<file path="config.mk">
export PLATFORM = sky130hd
export DESIGN_NAME = three_wire_rtc_serial_master_flat
export DESIGN_NICKNAME = d
export VERILOG_FILES = /design/src/rtl/twrtc_pkg.sv /design/src/rtl/twrtc_req_if.sv /design/src/rtl/twrtc_rsp_if.sv /design/src/rtl/three_wire_rtc_serial_master.sv /design/src/flat_wrapper.sv
export SDC_FILE = /design/constraint.sdc
export NUM_CORES = 1
export LEC_CHECK = 0
export ABC_CLOCK_PERIOD_IN_PS = 10040
export BUFFER_PORTS_ARGS = -buffer_cell sky130_fd_sc_hd__buf_4
export CORE_MARGIN = 3
export CORE_UTILIZATION = 59
export DETAILED_ROUTE_END_ITERATION = 10
export GPL_ROUTABILITY_DRIVEN = 1
export PLACE_DENSITY = 0.81
export SLEW_MARGIN = 10
export SYNTH_ARGS = -nofsm -noshare
export SYNTH_HDL_FRONTEND = slang
export SYNTH_SLANG_ARGS = --single-unit
</file>
<file path="constraint.sdc">
create_clock -name clk -period 10.04 [get_ports clk]
set_input_delay 2.008 -clock clk [delete_from_list [all_inputs] [get_ports clk]]
set_output_delay 2.008 -clock clk [all_outputs]
set_load 0.02 [all_outputs]
</file>
<file path="src/rtl/twrtc_pkg.sv">
// Shared types, codes and pin helpers for the three-wire RTC serial master.
// No dependencies; the rtl/ top level and the testbench use this package, by scope.
`default_nettype none

package twrtc_pkg;

  // Request codes carried in the action field
  localparam logic [2:0] ACT_TICK  = 3'd0;
  localparam logic [2:0] ACT_OPEN  = 3'd1;
  localparam logic [2:0] ACT_PARAM = 3'd2;
  localparam logic [2:0] ACT_READ  = 3'd3;
  localparam logic [2:0] ACT_CLOSE = 3'd4;

  localparam logic [15:0] HALF_PERIOD_RESET = 16'd48;
  localparam logic [4:0]  HALF_BITS_PER_BYTE = 5'd16;

  typedef enum logic [2:0] {
    MODE_IDLE,
    MODE_OPEN,
    MODE_CMD,
    MODE_PARAM,
    MODE_READ,
    MODE_CLOSE
  } mode_t;

  typedef struct packed {
    logic cs;
    logic sck;
    logic drv;
    logic lvl;
  } pins_t;

  localparam pins_t PINS_RESET = '{cs: 1'b0, sck: 1'b1, drv: 1'b0, lvl: 1'b0};

  // Pin levels during one half period of a data byte
  function automatic pins_t bit_pins(mode_t mode, logic [4:0] half_bit, logic [7:0] shift);
    pins_t p;
    p     = '{cs: 1'b1, sck: half_bit[0], drv: 1'b0, lvl: 1'b0};
    if (mode == MODE_CMD) begin
      p.drv = 1'b1;
      p.lvl = shift[7];
    end else if (mode == MODE_PARAM) begin
      p.drv = 1'b1;
      p.lvl = shift[0];
    end
    return p;
  endfunction

endpackage

`default_nettype wire

</file>
<file path="src/rtl/twrtc_req_if.sv">
// Request channel of the three-wire RTC serial master: valid/ready plus payload.
// Depends on nothing.
`default_nettype none

interface twrtc_req_if;
  logic       valid;
  logic       ready;
  logic [2:0] action;
  logic [7:0] data_byte;
  logic       sio_in;

  modport source (output valid, output action, output data_byte, output sio_in, input ready);
  modport sink   (input valid, input action, input data_byte, input sio_in, output ready);
endinterface

`default_nettype wire

</file>
<file path="src/rtl/twrtc_rsp_if.sv">
// Result channel of the three-wire RTC serial master: valid/ready plus pin state.
// Depends on nothing.
`default_nettype none

interface twrtc_rsp_if;
  logic       valid;
  logic       ready;
  logic       cs_level;
  logic       sck_level;
  logic       sio_drive;
  logic       sio_level;
  logic [7:0] read_data;
  logic       read_valid;
  logic       busy_res;
  logic       rejected;

  modport source (output valid, output cs_level, output sck_level, output sio_drive,
                  output sio_level, output read_data, output read_valid, output busy_res,
                  output rejected, input ready);
  modport sink   (input valid, input cs_level, input sck_level, input sio_drive,
                  input sio_level, input read_data, input read_valid, input busy_res,
                  input rejected, output ready);
endinterface

`default_nettype wire

</file>
<file path="src/rtl/three_wire_rtc_serial_master.sv">
// Top level of the three-wire RTC serial master (CS, SCK, bidirectional SIO).
// Depends on twrtc_pkg, twrtc_req_if and twrtc_rsp_if.
//
// Usage:
//   req : one request per handshake: a timer tick (action 0) or a command
//         (1 open + command byte, 2 parameter byte, 3 read byte, 4 close).
//         sio_in carries the sampled data-line level with each request.
//   rsp : exactly one result per request, in order: pin levels to drive,
//         read byte with its strobe, busy flag and a reject flag for a
//         command that arrived while a sequence was still running.
//   cfg : cfg_wr_en/cfg_wr_data write half_period_ticks (ticks per SCK
//         half period and per CS step, 0 acts as 1). Write only while idle.
// The result of a request is in the result register on the cycle after it
// is taken. One request per cycle is sustained while results are taken; the
// next-state logic is a single pass from the state registers to the result
// register. A stalled receiver holds the result register; req.ready drops
// only while that register is full and not being taken.
// Reset (rst, synchronous) returns to idle with CS low, SCK high, SIO
// released, the tick counter cleared and half_period_ticks at 48.
`default_nettype none

module three_wire_rtc_serial_master (
  input  wire logic        clk,
  input  wire logic        rst,
  input  wire logic        cfg_wr_en,
  input  wire logic [15:0] cfg_wr_data,
  twrtc_req_if.sink        req,
  twrtc_rsp_if.source      rsp
);

  // Configuration
  logic [15:0] half_period_ticks;

  // Sequencer state
  twrtc_pkg::mode_t mode, mode_next;
  logic [4:0]       half_bit, half_bit_next;
  logic [15:0]      tick_count, tick_count_next;
  logic [7:0]       shift_byte, shift_byte_next;
  twrtc_pkg::pins_t pins, pins_next;

  // Per-request result flags
  logic             done_read, reject_req;

  // Result register
  logic             rsp_valid;
  logic             take;

  logic [15:0]      limit;
  logic [16:0]      tick_inc;
  logic [4:0]       half_bit_inc;

  // Accept whenever the result register is empty or being drained
  assign req.ready = !rsp_valid || rsp.ready;
  assign take      = req.valid && req.ready;

  assign limit        = (half_period_ticks == 16'd0) ? 16'd1 : half_period_ticks;
  assign tick_inc     = {1'b0, tick_count} + 17'd1;
  assign half_bit_inc = half_bit + 5'd1;

  always_ff @(posedge clk) begin
    if (rst) begin
      half_period_ticks <= twrtc_pkg::HALF_PERIOD_RESET;
    end else if (cfg_wr_en) begin
      half_period_ticks <= cfg_wr_data;
    end
  end

  // Next state: tick handling, step advance, request start and reject
  always_comb begin
    mode_next       = mode;
    half_bit_next   = half_bit;
    tick_count_next = tick_count;
    shift_byte_next = shift_byte;
    pins_next       = pins;
    done_read       = 1'b0;
    reject_req      = 1'b0;

    if (req.action == twrtc_pkg::ACT_TICK) begin
      // Ticks only matter while a sequence runs
      if (mode != twrtc_pkg::MODE_IDLE) begin
        if (tick_inc >= {1'b0, limit}) begin
          tick_count_next = 16'd0;
          unique case (mode)
            twrtc_pkg::MODE_OPEN: begin
              // Open drops CS; first step raises it with SCK and SIO high, second starts the byte
              if (half_bit == 5'd0) begin
                half_bit_next = 5'd1;
                pins_next     = '{cs: 1'b1, sck: 1'b1, drv: 1'b1, lvl: 1'b1};
              end else begin
                mode_next     = twrtc_pkg::MODE_CMD;
                half_bit_next = 5'd0;
                pins_next     = twrtc_pkg::bit_pins(twrtc_pkg::MODE_CMD, 5'd0, shift_byte);
              end
            end
            twrtc_pkg::MODE_CLOSE: begin
              mode_next     = twrtc_pkg::MODE_IDLE;
              half_bit_next = 5'd0;
            end
            default: begin
              // Shift at the end of each SCK-high half period
              if (half_bit[0]) begin
                if (mode == twrtc_pkg::MODE_CMD) begin
                  shift_byte_next = {shift_byte[6:0], 1'b0};
                end else if (mode == twrtc_pkg::MODE_PARAM) begin
                  shift_byte_next = {1'b0, shift_byte[7:1]};
                end else begin
                  shift_byte_next = {req.sio_in, shift_byte[7:1]};
                end
              end
              if (half_bit_inc >= twrtc_pkg::HALF_BITS_PER_BYTE) begin
                done_read     = (mode == twrtc_pkg::MODE_READ);
                mode_next     = twrtc_pkg::MODE_IDLE;
                half_bit_next = 5'd0;
              end else begin
                half_bit_next = half_bit_inc;
                pins_next     = twrtc_pkg::bit_pins(mode, half_bit_inc, shift_byte_next);
              end
            end
          endcase
        end else begin
          tick_count_next = tick_inc[15:0];
        end
      end
    end else if (req.action <= twrtc_pkg::ACT_CLOSE) begin
      if (mode != twrtc_pkg::MODE_IDLE) begin
        reject_req = 1'b1;
      end else begin
        tick_count_next = 16'd0;
        half_bit_next   = 5'd0;
        unique case (req.action)
          twrtc_pkg::ACT_OPEN: begin
            mode_next       = twrtc_pkg::MODE_OPEN;
            shift_byte_next = req.data_byte;
            pins_next       = '{cs: 1'b0, sck: 1'b1, drv: 1'b1, lvl: 1'b1};
          end
          twrtc_pkg::ACT_PARAM: begin
            mode_next       = twrtc_pkg::MODE_PARAM;
            shift_byte_next = req.data_byte;
            pins_next       = twrtc_pkg::bit_pins(twrtc_pkg::MODE_PARAM, 5'd0, req.data_byte);
          end
          twrtc_pkg::ACT_READ: begin
            mode_next       = twrtc_pkg::MODE_READ;
            shift_byte_next = 8'd0;
            pins_next       = twrtc_pkg::bit_pins(twrtc_pkg::MODE_READ, 5'd0, 8'd0);
          end
          default: begin
            // Close: CS low, SCK high, SIO released for one step
            mode_next = twrtc_pkg::MODE_CLOSE;
            pins_next = twrtc_pkg::PINS_RESET;
          end
        endcase
      end
    end
  end

  // Advance state only on an accepted request
  always_ff @(posedge clk) begin
    if (rst) begin
      mode       <= twrtc_pkg::MODE_IDLE;
      half_bit   <= 5'd0;
      tick_count <= 16'd0;
      shift_byte <= 8'd0;
      pins       <= twrtc_pkg::PINS_RESET;
    end else if (take) begin
      mode       <= mode_next;
      half_bit   <= half_bit_next;
      tick_count <= tick_count_next;
      shift_byte <= shift_byte_next;
      pins       <= pins_next;
    end
  end

  // Result register: load on accept, drop when taken
  always_ff @(posedge clk) begin
    if (rst) begin
      rsp_valid <= 1'b0;
    end else if (take) begin
      rsp_valid <= 1'b1;
    end else if (rsp.ready) begin
      rsp_valid <= 1'b0;
    end
  end

  always_ff @(posedge clk) begin
    if (take) begin
      rsp.cs_level   <= pins_next.cs;
      rsp.sck_level  <= pins_next.sck;
      rsp.sio_drive  <= pins_next.drv;
      rsp.sio_level  <= pins_next.lvl;
      rsp.read_data  <= done_read ? shift_byte_next : 8'd0;
      rsp.read_valid <= done_read;
      rsp.busy_res   <= (mode_next != twrtc_pkg::MODE_IDLE);
      rsp.rejected   <= reject_req;
    end
  end

  assign rsp.valid = rsp_valid;

endmodule

`default_nettype wire

</file>
<file path="src/flat_wrapper.sv">
// flat-port wrapper written by rule: the top's interface ports become plain ports
module three_wire_rtc_serial_master_flat 
  (clk, rst, cfg_wr_en, cfg_wr_data, req_valid, req_action, req_data_byte, req_sio_in, req_ready, rsp_valid, rsp_cs_level, rsp_sck_level, rsp_sio_drive, rsp_sio_level, rsp_read_data, rsp_read_valid, rsp_busy_res, rsp_rejected, rsp_ready);
  twrtc_req_if req_i ();
  twrtc_rsp_if rsp_i ();
  input  wire logic clk;
  input  wire logic rst;
  input  wire logic cfg_wr_en;
  input  wire logic [15:0] cfg_wr_data;
  input wire logic [$bits(req_i.valid)-1:0] req_valid;
  input wire logic [$bits(req_i.action)-1:0] req_action;
  input wire logic [$bits(req_i.data_byte)-1:0] req_data_byte;
  input wire logic [$bits(req_i.sio_in)-1:0] req_sio_in;
  output wire logic [$bits(req_i.ready)-1:0] req_ready;
  output wire logic [$bits(rsp_i.valid)-1:0] rsp_valid;
  output wire logic [$bits(rsp_i.cs_level)-1:0] rsp_cs_level;
  output wire logic [$bits(rsp_i.sck_level)-1:0] rsp_sck_level;
  output wire logic [$bits(rsp_i.sio_drive)-1:0] rsp_sio_drive;
  output wire logic [$bits(rsp_i.sio_level)-1:0] rsp_sio_level;
  output wire logic [$bits(rsp_i.read_data)-1:0] rsp_read_data;
  output wire logic [$bits(rsp_i.read_valid)-1:0] rsp_read_valid;
  output wire logic [$bits(rsp_i.busy_res)-1:0] rsp_busy_res;
  output wire logic [$bits(rsp_i.rejected)-1:0] rsp_rejected;
  input wire logic [$bits(rsp_i.ready)-1:0] rsp_ready;
  assign req_i.valid = req_valid;
  assign req_i.action = req_action;
  assign req_i.data_byte = req_data_byte;
  assign req_i.sio_in = req_sio_in;
  assign req_ready = req_i.ready;
  assign rsp_valid = rsp_i.valid;
  assign rsp_cs_level = rsp_i.cs_level;
  assign rsp_sck_level = rsp_i.sck_level;
  assign rsp_sio_drive = rsp_i.sio_drive;
  assign rsp_sio_level = rsp_i.sio_level;
  assign rsp_read_data = rsp_i.read_data;
  assign rsp_read_valid = rsp_i.read_valid;
  assign rsp_busy_res = rsp_i.busy_res;
  assign rsp_rejected = rsp_i.rejected;
  assign rsp_i.ready = rsp_ready;
  three_wire_rtc_serial_master u_core (.clk(clk), .rst(rst), .cfg_wr_en(cfg_wr_en), .cfg_wr_data(cfg_wr_data), .req(req_i), .rsp(rsp_i));
endmodule
</file>
==> flow_summary.yaml <==
detailed_routing:
  wl_per_cell_microns: 16.1
  via_per_inst: 6.16
  dr.pass1.iters: 5
  postRouteAntennaNets: 0
  vias: 3615
  routed_wl_microns: 9460
  drtIter0Drc: 299
  drc: 0
cts:
  cts_buffers: 9
  holdBufCountCts: 0
  cts.clk_slew.worst_paths_ps: 70
  cts_max_level: 3
  clock_latency_ps: 350
  cts_tree: "done"
  cts_resized: 0
  root_buffer: "clkbuf_8"
  cts_setup_buffers: 0
  clk_path_buf_depth: 2
  cts_sinks: 68
power:
  p_leak_nw: 1.89
  powerDensity_mw_per_mm2: 142
  ir_drop_uv: 86.4
  total_power_mw: 0.652
timing:
  setup_viol: 0
  fin_crit_sh_pct: 44.3
  max_slew.worst_pin.slew_ps: 1010
  rsz0062_at_grt: "false"
  slew_headroom_pct: 32.2
  maxSlewViolCount: 0
  skew_ps: 10.5
  hold_viol: 0
  tns_ps: 0
  fin_crit_ps: 4450
  achievable-frequency_mhz: 225
worst_setup_path:
  r2r_cells: 12
  worstReg2RegEnd: "u_core.rsp.read_data[0]$_SDFFCE_PN0P_"
  worstPathRequired_ps: 8030
  worstPathMaxFanout: 3
  worstSetupPathType: "primary input to primary output"
  end_kind: "primary output"
  r2r_start: "u_core.tick_count[2]$_SDFFE_PP0P_"
  crit_path_start_kind: "primary input"
  r2r_slack_ps: 5620
  cp.arrival_ps: 2440
synthesis:
  synth-async-reset-ratio_pct: 0
  ys_seq_area_share_pct: 37.7
  synthesis.area_sq_mm: 0.00401
  synth-seq-cells: 68
  syn-instance-count: 468
  syn_avg_cell_area_sq_um: 8.57
  synth_cell_type_count: 61
  ys.flop_type: "dfxtp_1"
  synth_edf_count: 15
  synth_fp_nets: 522
  ys_warn_count: 0
floorplanning:
  std_cell_rows: 29
  die_height_microns: 88.4
  pin_count: 50
  die_area_sq_mm: 0.00782
  die_x_microns: 88.4
  core_area_sq_mm: 0.00646
  start_util_pct: 62.1
placement:
  place_congestion: 0.942
  place_area_sq_mm: 0.00438
  dp_hpwl_microns: 6860
  io_buffers: 49
global_route:
  antenna_found_initial: 0
  grt_pass1_vias: 3353
  grt_max_degree: 45
  grt_pass1_wl_microns: 15900
  grt_usage_pct: 25.8
  overflow: 0
hold_path:
  holdPathStages: 2
  hp-start: "u_core.pins[1]$_SDFFE_PP0P_"
  min_path_type: "register to register"
  hold_path_end: "u_core.pins[1]$_SDFFE_PP0P_"
layout:
  final_area_sq_mm: 0.00460
  syn2layout_area_growth_pct: 14.8
  nets: 559
  antenna_cells: 0
  fillers: 520
  drive_gt1_share_pct: 15.7
job:
  cap_violations: 0
outcome:
  status: "completed"
==> registers in the layout, summed over array words and instances (netlist names), 3 cells and up <==
| name | flops |
|---|---|
| u_core.half_bit | 5 |
| u_core.half_period_ticks | 16 |
| u_core.mode | 3 |
| u_core.pins | 4 |
| u_core.rsp.read_data | 8 |
| u_core.shift_byte | 8 |
| u_core.tick_count | 16 |
==> metal layers <==
metal | wire, microns | vias up | share of wire [%] | global-route usage (%)
li1 | - | 1762 | - | -
met1 | 4460 | 1700 | 47 | 36.8
met2 | 4220 | 139 | 45 | 39.0
met3 | 627 | 14 | 6.6 | 4.66
met4 | 153 | 0 | 1.6 | 9.62
met5 | 0 | - | 0 | 0
==> cells in the final DEF (no fill, tap or decap), types with 4 or more instances in the layout <==
| cell type | instances |
|---|---|
| buf_4 | 50 |
| nand4_1 | 5 |
| clkbuf_8 | 9 |
| a21oi_1 | 30 |
| nor3b_1 | 5 |
| edfxtp_1 | 15 |
| inv_1 | 29 |
| a221o_1 | 7 |
| nor2_1 | 56 |
| nand2_1 | 38 |
| o211ai_1 | 4 |
| xnor2_1 | 9 |
| o21ai_0 | 13 |
| nor4_1 | 6 |
| a31oi_1 | 5 |
| and2_1 | 5 |
| dfxtp_1 | 53 |
| mux2i_1 | 22 |
| nor3_1 | 7 |
| nand2b_1 | 6 |
| ha_1 | 21 |
| nor2b_1 | 5 |
| nand3_1 | 26 |
| a211oi_1 | 13 |
| xor2_1 | 9 |
| a21o_1 | 6 |
| and3_1 | 5 |
==> area by class of cell <==
type / count / area, sq um / share of cell area, %
inverter: 29 / 109 / 2.37
multi-input combinational: 347 / 2290 / 49.7
clock inverter: 7 / 98.8 / 2.15
sequential: 68 / 1510 / 32.9
timing repair buffer: 50 / 375 / 8.16
tap: 77 / 96.3 / 2.09
clock buffer: 9 / 124 / 2.69
==> worst max path at each step <==
stage                                 startpoint                               endpoint  slack (ps)
4_1_cts                                rsp_ready                              req_ready        5590
6_report                               rsp_ready                              req_ready        5590
3_5_place_dp                           rsp_ready      u_core.shift_byte[0]$_SDFFE_PP0P_        5440
3_3_place_gp                           rsp_ready      u_core.shift_byte[4]$_SDFFE_PP0P_        5550
5_1_grt        u_core.tick_count[2]$_SDFFE_PP0P_  u_core.rsp.read_data[0]$_SDFFCE_PN0P_        5220
2_1_floorplan                          rsp_ready                              req_ready        5790
==> worst max-delay path, stage by stage <==
cell      delay (ps)
buf_4            100
nand2b_1         160
buf_4            170
==> power breakdown <==
group / total [mW] / switching [mW] / internal (mW)
clock network: 0.253 / 0.111 / 0.141
logic: 0.0970 / 0.0571 / 0.0398
registers: 0.302 / 0.0101 / 0.292
total: 0.652 / 0.178 / 0.473
==> cells by family after synthesis <==
logic type,share of synthesized area [%]
and+or+nand+nor,23.1
DFF,37.7
buffers and inverters,5.27
AOI/OAI and AO/OA,17.7
xor gates and xnor gates,3.93
muxes,5.77
adders and majority gates,6.55
==> Yosys cell counts, types with 6 or more instances <==
library cell	number	area share, %
o21ai_0	13	1.6
nor3_1	7	0.87
mux2i_1	22	5.5
nand3_1	26	3.2
xor2_1	9	2.0
a21o_1	6	1.1
dfxtp_1	53	26
nor2_1	56	5.2
edfxtp_1	15	11
ha_1	21	6.6
inv_1	29	2.7
nand2_1	38	3.6
clkbuf_1	13	1.2
a221o_1	7	1.7
nand2b_1	6	0.94
a21oi_1	30	3.7
nor4_1	6	0.94
a211oi_1	13	2.4
buf_2	6	0.75
xnor2_1	9	2.0
==> through the flow <==
step	utilization, %	setup slack [ps]	hold WS (ps)	std cells
floorplan	-	5790	431	468
global placement	67.8	5550	447	571
detailed placement	67.8	5440	466	571
CTS	71.2	5590	478	587
global route	71.2	5220	486	587
finish	71.2	5590	480	587
(Power assumes the default switching activity.)
